===== src/rtl/core/rea_pkg.sv =====
// shared constants for the rms error accumulator
`default_nettype none

package rea_pkg;

	localparam int SAMPLE_PORT_BITS = 24;
	localparam int COUNT_PORT_BITS  = 32;
	localparam int SUM_BITS         = 64;
	localparam int RMS_BITS         = 24;
	localparam int ROOT_BITS        = SUM_BITS / 2;
	localparam int SQ_REM_BITS      = ROOT_BITS + 2;

endpackage

`default_nettype wire


===== src/rtl/core/rms_error_accumulator_unit.sv =====
// top level of the rms error accumulator
//
// channel  direction  handshake            payload
// in       receive    in_valid/in_stall    sample_a, sample_b, last
// out      send       out_valid/out_stall  rms_value, saturated, pair_count
//
// sample pairs are taken one per cycle while in_stall is low; each result passes
// from its last pair through the front pipeline, the queue, serial division by
// the count, serial square root and the result register
// a two-entry queue holds finished block totals; in_stall rises only when it is full
// reset clears all control state and the running totals
`default_nettype none

module rms_error_accumulator_unit #(
	parameter int SAMPLE_BITS = 24,
	parameter int COUNT_BITS  = 32
) (
	input  wire logic                                 clk,
	input  wire logic                                 arst_n,
	input  wire logic                                 in_valid,
	output logic                                      in_stall,
	input  wire logic [rea_pkg::SAMPLE_PORT_BITS-1:0] sample_a,
	input  wire logic [rea_pkg::SAMPLE_PORT_BITS-1:0] sample_b,
	input  wire logic                                 last,
	output logic                                      out_valid,
	input  wire logic                                 out_stall,
	output logic [rea_pkg::RMS_BITS-1:0]              rms_value,
	output logic                                      saturated,
	output logic [rea_pkg::COUNT_PORT_BITS-1:0]       pair_count
);
	import rea_pkg::*;

	localparam int REC_BITS = SUM_BITS + COUNT_BITS + 1;

	logic                push;
	logic [REC_BITS-1:0] push_data;
	logic                q_full;
	logic                pop;
	logic [REC_BITS-1:0] pop_data;
	logic                q_not_empty;

	rea_front #(
		.SAMPLE_BITS(SAMPLE_BITS),
		.COUNT_BITS (COUNT_BITS)
	) u_front (
		.clk      (clk),
		.arst_n   (arst_n),
		.in_valid (in_valid),
		.in_stall (in_stall),
		.sample_a (sample_a),
		.sample_b (sample_b),
		.last     (last),
		.push     (push),
		.push_data(push_data),
		.q_full   (q_full)
	);

	rea_fifo #(
		.WIDTH(REC_BITS)
	) u_fifo (
		.clk      (clk),
		.arst_n   (arst_n),
		.push     (push),
		.push_data(push_data),
		.full     (q_full),
		.pop      (pop),
		.pop_data (pop_data),
		.not_empty(q_not_empty)
	);

	rea_back #(
		.COUNT_BITS(COUNT_BITS)
	) u_back (
		.clk        (clk),
		.arst_n     (arst_n),
		.q_not_empty(q_not_empty),
		.q_data     (pop_data),
		.pop        (pop),
		.out_valid  (out_valid),
		.out_stall  (out_stall),
		.rms_value  (rms_value),
		.saturated  (saturated),
		.pair_count (pair_count)
	);

endmodule

`default_nettype wire


===== src/rtl/core/rea_front.sv =====
// front end: difference, square and saturating accumulation per block
`default_nettype none

module rea_front #(
	parameter int SAMPLE_BITS = 24,
	parameter int COUNT_BITS  = 32
) (
	input  wire logic                                   clk,
	input  wire logic                                   arst_n,
	input  wire logic                                   in_valid,
	output logic                                        in_stall,
	input  wire logic [rea_pkg::SAMPLE_PORT_BITS-1:0]   sample_a,
	input  wire logic [rea_pkg::SAMPLE_PORT_BITS-1:0]   sample_b,
	input  wire logic                                   last,
	output logic                                        push,
	output logic [rea_pkg::SUM_BITS+COUNT_BITS:0]       push_data,
	input  wire logic                                   q_full
);
	import rea_pkg::*;

	localparam int SQ_BITS = 2 * SAMPLE_BITS;

	logic                          adv;
	logic signed [SAMPLE_BITS:0]   diff;
	logic [SAMPLE_BITS-1:0]        mag;
	logic                          valid_s1;
	logic                          last_s1;
	logic [SAMPLE_BITS-1:0]        mag_s1;
	logic                          valid_s2;
	logic                          last_s2;
	logic [SQ_BITS-1:0]            sq_s2;
	logic [SUM_BITS-1:0]           sum_q;
	logic [COUNT_BITS-1:0]         tally_q;
	logic                          flag_q;
	logic [SUM_BITS:0]             sum_add;
	logic [SUM_BITS-1:0]           sum_new;
	logic [COUNT_BITS-1:0]         tally_new;
	logic                          flag_new;

	assign adv      = !(valid_s2 && last_s2 && q_full);
	assign in_stall = !adv;

	assign diff = {sample_a[SAMPLE_BITS-1], sample_a[SAMPLE_BITS-1:0]}
	            - {sample_b[SAMPLE_BITS-1], sample_b[SAMPLE_BITS-1:0]};
	assign mag  = diff[SAMPLE_BITS] ? SAMPLE_BITS'(-diff) : diff[SAMPLE_BITS-1:0];

	// saturating sum and count
	assign sum_add   = {1'b0, sum_q} + {{(SUM_BITS + 1 - SQ_BITS){1'b0}}, sq_s2};
	assign sum_new   = sum_add[SUM_BITS] ? {SUM_BITS{1'b1}} : sum_add[SUM_BITS-1:0];
	assign tally_new = (&tally_q) ? tally_q : tally_q + COUNT_BITS'(1);
	assign flag_new  = flag_q || sum_add[SUM_BITS] || (&tally_q);

	assign push      = valid_s2 && last_s2 && adv;
	assign push_data = {flag_new, tally_new, sum_new};

	always_ff @(posedge clk or negedge arst_n) begin
		if (!arst_n) begin
			valid_s1 <= 1'b0;
			valid_s2 <= 1'b0;
			sum_q    <= '0;
			tally_q  <= '0;
			flag_q   <= 1'b0;
		end else if (adv) begin
			valid_s1 <= in_valid;
			valid_s2 <= valid_s1;
			if (valid_s2) begin
				if (last_s2) begin
					sum_q   <= '0;
					tally_q <= '0;
					flag_q  <= 1'b0;
				end else begin
					sum_q   <= sum_new;
					tally_q <= tally_new;
					flag_q  <= flag_new;
				end
			end
		end
	end

	always_ff @(posedge clk) begin
		if (adv) begin
			mag_s1  <= mag;
			last_s1 <= last;
			sq_s2   <= mag_s1 * mag_s1;
			last_s2 <= last_s1;
		end
	end

endmodule

`default_nettype wire


===== src/rtl/core/rea_fifo.sv =====
// two-entry queue of finished block totals
`default_nettype none

module rea_fifo #(
	parameter int WIDTH = 97
) (
	input  wire logic             clk,
	input  wire logic             arst_n,
	input  wire logic             push,
	input  wire logic [WIDTH-1:0] push_data,
	output logic                  full,
	input  wire logic             pop,
	output logic [WIDTH-1:0]      pop_data,
	output logic                  not_empty
);
	import rea_pkg::*;

	logic [WIDTH-1:0] mem_q [2];
	logic             wr_ptr_q;
	logic             rd_ptr_q;
	logic [1:0]       count_q;

	assign full      = count_q[1];
	assign not_empty = (count_q != 2'd0);
	assign pop_data  = mem_q[rd_ptr_q];

	always_ff @(posedge clk or negedge arst_n) begin
		if (!arst_n) begin
			wr_ptr_q <= 1'b0;
			rd_ptr_q <= 1'b0;
			count_q  <= 2'd0;
		end else begin
			if (push) wr_ptr_q <= !wr_ptr_q;
			if (pop) rd_ptr_q <= !rd_ptr_q;
			if (push && !pop) count_q <= count_q + 2'd1;
			else if (pop && !push) count_q <= count_q - 2'd1;
		end
	end

	always_ff @(posedge clk) begin
		if (push) mem_q[wr_ptr_q] <= push_data;
	end

endmodule

`default_nettype wire


===== src/rtl/core/rea_back.sv =====
// back end: serial divide by the count, serial square root, result register
`default_nettype none

module rea_back #(
	parameter int COUNT_BITS = 32
) (
	input  wire logic                                 clk,
	input  wire logic                                 arst_n,
	input  wire logic                                 q_not_empty,
	input  wire logic [rea_pkg::SUM_BITS+COUNT_BITS:0] q_data,
	output logic                                      pop,
	output logic                                      out_valid,
	input  wire logic                                 out_stall,
	output logic [rea_pkg::RMS_BITS-1:0]              rms_value,
	output logic                                      saturated,
	output logic [rea_pkg::COUNT_PORT_BITS-1:0]       pair_count
);
	import rea_pkg::*;

	localparam logic [1:0] ST_IDLE = 2'd0;
	localparam logic [1:0] ST_DIV  = 2'd1;
	localparam logic [1:0] ST_SQRT = 2'd2;
	localparam logic [1:0] ST_FIN  = 2'd3;
	localparam int CNT_BITS = $clog2(SUM_BITS);

	logic [1:0]             state_q;
	logic [CNT_BITS-1:0]    cnt_q;
	logic [SUM_BITS-1:0]    work_q;
	logic [COUNT_BITS-1:0]  divisor_q;
	logic [COUNT_BITS-1:0]  drem_q;
	logic [ROOT_BITS-1:0]   root_q;
	logic [SQ_REM_BITS-1:0] srem_q;
	logic                   flag_q;
	logic [COUNT_BITS:0]    dsh;
	logic                   dbit;
	logic [SQ_REM_BITS+1:0] ssh;
	logic [SQ_REM_BITS+1:0] trial;
	logic                   sbit;
	logic                   load_out;
	logic [RMS_BITS-1:0]    rms_clamped;

	assign dsh   = {drem_q, work_q[SUM_BITS-1]};
	assign dbit  = (dsh >= {1'b0, divisor_q});
	assign ssh   = {srem_q, work_q[SUM_BITS-1 -: 2]};
	assign trial = {2'b00, root_q, 2'b01};
	assign sbit  = (ssh >= trial);

	assign pop         = (state_q == ST_IDLE) && q_not_empty;
	assign load_out    = (state_q == ST_FIN) && (!out_valid || !out_stall);
	assign rms_clamped = (|root_q[ROOT_BITS-1:RMS_BITS]) ? {RMS_BITS{1'b1}}
	                                                     : root_q[RMS_BITS-1:0];

	always_ff @(posedge clk or negedge arst_n) begin
		if (!arst_n) begin
			state_q   <= ST_IDLE;
			cnt_q     <= '0;
			out_valid <= 1'b0;
		end else begin
			if (load_out) out_valid <= 1'b1;
			else if (!out_stall) out_valid <= 1'b0;
			case (state_q)
				ST_IDLE: begin
					if (q_not_empty) begin
						state_q <= ST_DIV;
						cnt_q   <= '0;
					end
				end
				ST_DIV: begin
					cnt_q <= cnt_q + CNT_BITS'(1);
					if (&cnt_q) begin
						state_q <= ST_SQRT;
						cnt_q   <= '0;
					end
				end
				ST_SQRT: begin
					cnt_q <= cnt_q + CNT_BITS'(1);
					if (cnt_q == CNT_BITS'(ROOT_BITS - 1)) state_q <= ST_FIN;
				end
				ST_FIN: begin
					if (load_out) state_q <= ST_IDLE;
				end
				default: state_q <= ST_IDLE;
			endcase
		end
	end

	always_ff @(posedge clk) begin
		case (state_q)
			ST_IDLE: begin
				work_q    <= q_data[SUM_BITS-1:0];
				divisor_q <= q_data[SUM_BITS +: COUNT_BITS];
				flag_q    <= q_data[SUM_BITS+COUNT_BITS];
				drem_q    <= '0;
				root_q    <= '0;
				srem_q    <= '0;
			end
			ST_DIV: begin
				drem_q <= dbit ? COUNT_BITS'(dsh - {1'b0, divisor_q}) : dsh[COUNT_BITS-1:0];
				work_q <= {work_q[SUM_BITS-2:0], dbit};
			end
			ST_SQRT: begin
				srem_q <= sbit ? SQ_REM_BITS'(ssh - trial) : ssh[SQ_REM_BITS-1:0];
				root_q <= {root_q[ROOT_BITS-2:0], sbit};
				work_q <= {work_q[SUM_BITS-3:0], 2'b00};
			end
			default: begin
			end
		endcase
		if (load_out) begin
			rms_value  <= rms_clamped;
			saturated  <= flag_q;
			pair_count <= COUNT_PORT_BITS'(divisor_q);
		end
	end

endmodule

`default_nettype wire


===== config.mk =====
export PLATFORM = sky130hd
export DESIGN_NAME = rms_error_accumulator_unit
export DESIGN_NICKNAME = d
export VERILOG_FILES = /design/src/rtl/core/rea_pkg.sv /design/src/rtl/core/rms_error_accumulator_unit.sv /design/src/rtl/core/rea_front.sv /design/src/rtl/core/rea_fifo.sv /design/src/rtl/core/rea_back.sv
export SDC_FILE = /design/constraint.sdc
export NUM_CORES = 2
export LEC_CHECK = 0
export BUFFER_PORTS_ARGS = -buffer_cell sky130_fd_sc_hd__buf_2
export CAP_MARGIN = 20
export CORE_UTILIZATION = 54
export CTS_BUF_LIST = sky130_fd_sc_hd__clkbuf_4
export CTS_CLUSTER_SIZE = 24
export DETAILED_ROUTE_END_ITERATION = 12
export PLACE_DENSITY = 0.68
export SLEW_MARGIN = 25
export SYNTH_ARGS = -nofsm -noshare
export SYNTH_HDL_FRONTEND = slang
export SYNTH_SLANG_ARGS = --single-unit

===== constraint.sdc =====
create_clock -name clk -period 17.64 [get_ports clk]
set_input_delay 1.764 -clock clk [delete_from_list [all_inputs] [get_ports clk]]
set_output_delay 1.764 -clock clk [all_outputs]
set_load 0.03 [all_outputs]

==> key figures <==
Synthesis
  • Flops & latches, synth: 631
  • Syn_nets: about 5.7k
  • Post-synth EDFFs: approximately 520
  • Commonest cells post-synth: inv_1 (747), edfxtp_1 (519), fa_1 (435)
  • Synth Instances: ~4.8k
  • Count leader, synth: inv_1
  • Yosys warns: 0
  • Sequential fraction of the synthesis area: roughly 37%
  • Yosys top cell area share: 31.1%
  • Mapped cell area: roughly 50000 um2
  • Synth area leader: edfxtp_1
  • Syn avg cell area: a little over 10 um2
  • Largest cells by area after synthesis: edfxtp_1 (31%), fa_1 (17%), ha_1 (7.9%)
  • Synth unique cells: between 90 and 100
  • Ys flop type: edfxtp_1
  • Fraction of registers with async set/reset: 17.7%

STA
  • Hold_ws: between 0.4 and 0.5 ns
  • RSZ-0062 raised after global routing: no
  • Fmax: about 0.12 GHz
  • Final setup skew: ~0.058 ns
  • Final slew viol count: 0
  • Final hold vios: 0
  • Final worst path period need: a little over 8 ns
  • Worst slew pin tran: a little over 1 ns
  • Fin Setup TNS: 0 ns
  • Max-slew headroom: about a third
  • Post-route clock period utilization: a little under half
  • Final setup viols: 0

Floorplan
  • Core Region: about 92000 um2
  • Die ar.: approximately 94000 um2
  • Initial core utilization: 54.5%
  • Row Count: ~110
  • Die Y: 306 um
  • Top-Level Pins: ~110
  • Die Wd: 306 um

Global route
  • Remaining Overflow, GRT: 0
  • Total GRT Usage: between 20% and 30%
  • Vias in the first global route: 35.3k
  • First-pass GRT wire length: between 150 and 200 mm
  • Largest net degree at the start of global routing: a little over 100
  • Initial antenna violation count: 2

Routing
  • DR pass1 iterations: 5
  • Vias per inst: roughly 5.5
  • DR DRC count: 0
  • Routed wire length: 106 mm
  • Vias: ~35k
  • Starting DRC count in detailed routing: around 2.2k
  • Final ANT Viol Nets: 0
  • Wire length per cell: 16.7 um

Setup path
  • Critical Path, Cell by Cell: and2_1 -> fa_1 -> fa_1 -> inv_1 -> fa_1 -> inv_1 -> fa_1 -> ha_1 -> fa_1 -> inv_1 -> fa_1 -> inv_1 -> ha_1 -> a211oi_1 -> o21bai_1 -> a221oi_1 -> o21ai_1 -> a21bo_2 -> o41ai_2 -> o22ai_1 -> o41ai_2 -> o311ai_1
  • Critical Path AT: 9.01 ns
  • Flop2flop setup slack: between 9 and 10 ns
  • Critical Path End Type: flip-flop
  • WP buf/inv: 4
  • CP top delay family: adder cells
  • WP data required: about 18 ns
  • Critical path class: reg2reg
  • FF-to-FF path depth: 22
  • Critical-path maximum fanout: 25
  • Crit-path most repeated cell: fa_1
  • CP Launch Type: flip-flop
  • Crit path largest cell delay: roughly 0.93 ns
  • Origin of the critical flop-to-flop path: u_front.mag_s1[0]$_DFFE_PN_
  • Crit-path slowest cell: edfxtp_1
  • Reg2reg end: u_front.sq_s2[47]$_DFFE_PN_

Cells and area
  • Fin util: approximately 60%
  • Area delta synth->final: 7.94%
  • Nets@finish: 5760
  • Fillcell total: ~7.8k
  • Share of layout cells above drive strength 1: 10.4%

CTS
  • Reg clk slew, reported paths: 0.06 ns
  • Clock Root Buffer: clkbuf_4
  • Deepest clock path buffer count: 3
  • PostCTS Resize Cnt: 0
  • Sink Count: approximately 630
  • Clk Latency, worst-skew pair: between 1 and 1.5 ns
  • H-tree depth: 4
  • Hold-fix buffers at CTS: 0
  • TritonCTS buffer count: 165
  • TritonCTS clock tree: built
  • Post-CTS Setup Inserts: 0

Hold path
  • Hold wc startpoint: u_front.last_s1$_DFFE_PN_
  • Worst hold path depth: 0
  • Hold Crit Class: reg2reg
  • Hold Path Sink: u_front.last_s2$_DFFE_PN_

Job
  • Max Cap Violations: 0

Placement
  • Final GP Congestion: between 0.8 and 0.9
  • Detailed placer's ending HPWL: 78.7 mm
  • IO Port Bufs: around 110

Status
  • Status: completed
-- layout by cell type (no fill, tap or decap), drive strengths merged, types with 40 or more instances in the layout --
cell,instances
fa,435
mux2,40
a21o,112
a21oi,274
and2,134
mux2i,55
nor2,262
nor2b,117
xor2,90
clkinv,40
xnor2,138
inv,756
dfrtp,112
buf,156
nor3,48
edfxtp,519
nand3,83
ha,318
nand4,49
o21ai,164
a211oi,79
clkbuf,255
a22o,51
a22oi,63
nand2,377
-- routing by layer --
| layer | global-route usage, % | part of all wire [%] | vias to the layer above |
|---|---|---|---|
| met2 | 38.8 | 48 | 780 |
| li1 | - | - | 16800 |
| met1 | 31.2 | 46 | 16800 |
| met3 | 3.66 | 4.4 | 149 |
| met4 | 7.34 | 2.1 | 0 |
| met5 | 0 | 0 | - |
-- through the flow --
step	setup WS [ns]	std cells	cell area [um2]
3_3_place_gp	9.54	6030	51700
4_1_cts	9.31	6339	54000
3_5_place_dp	9.32	6030	51700
5_1_grt	8.99	6340	54000
2_1_floorplan	10.41	4848	50100
6_report	9.40	6343	54000
-- worst max path at each step --
stage	start	endpoint	cells past startpoint
floorplan	u_front.mag_s1[5]$_DFFE_PN_	u_front.sq_s2[47]$_DFFE_PN_	24
global placement	u_front.mag_s1[0]$_DFFE_PN_	u_front.sq_s2[47]$_DFFE_PN_	22
finish	u_front.mag_s1[0]$_DFFE_PN_	u_front.sq_s2[47]$_DFFE_PN_	22
detailed placement	u_front.mag_s1[0]$_DFFE_PN_	u_front.sq_s2[47]$_DFFE_PN_	22
global route	u_front.mag_s1[0]$_DFFE_PN_	u_front.sq_s2[47]$_DFFE_PN_	22
CTS	u_front.mag_s1[0]$_DFFE_PN_	u_front.sq_s2[47]$_DFFE_PN_	22
-- sequential cells by signal (all words and copies together) (netlist names), 34 cells and up --
register       cells
u_fifo.mem_q     194
u_front.sq_s2     47
u_back.srem_q     34
u_back.work_q     64
u_front.sum_q     64
-- layout make-up --
class,count,area [um2],share of cell area [%]
well taps,1243,1560,2.88
inverters,748,2810,5.20
diodes,4,10.0,0.0185
clock inverters,54,350,0.648
repair buffers,156,900,1.66
flip-flops and latches,631,18400,34.0
multi-input cells,3252,28100,52.0
clock buffers,255,1910,3.54
-- cell families (layout without fill, tap and decap cells) --
logic type / count (synthesis) / count (layout) / synth area share [%]
AND/OR/NAND/NOR: 1223 / 1223 / 12.0
buffers and inverters: 965 / 1213 / 7.29
AO/OA/AOI/OAI: 953 / 953 / 12.6
adder cells (fa/ha/maj): 753 / 753 / 25.3
flip-flops: 631 / 631 / 36.7
XOR/XNOR: 228 / 228 / 3.99
multiplexers: 95 / 95 / 2.00
other: 0 / 4 / 0
-- worst register-to-register path, cell delays in order, from the launching register on --
cell	delay [ns]
edfxtp_1	0.93
and2_1	0.28
fa_1	0.43
fa_1	0.49
inv_1	0.05
fa_1	0.47
inv_1	0.05
fa_1	0.45
ha_1	0.33
fa_1	0.53
inv_1	0.05
fa_1	0.52
inv_1	0.04
ha_1	0.35
a211oi_1	0.36
o21bai_1	0.16
a221oi_1	0.70
o21ai_1	0.26
a21bo_2	0.27
o41ai_2	0.40
o22ai_1	0.22
o41ai_2	0.46
o311ai_1	0.16
Power is left out: the tool's default activity adds up to more than one toggle a clock period on the data nets, which glitch-free logic cannot reach.
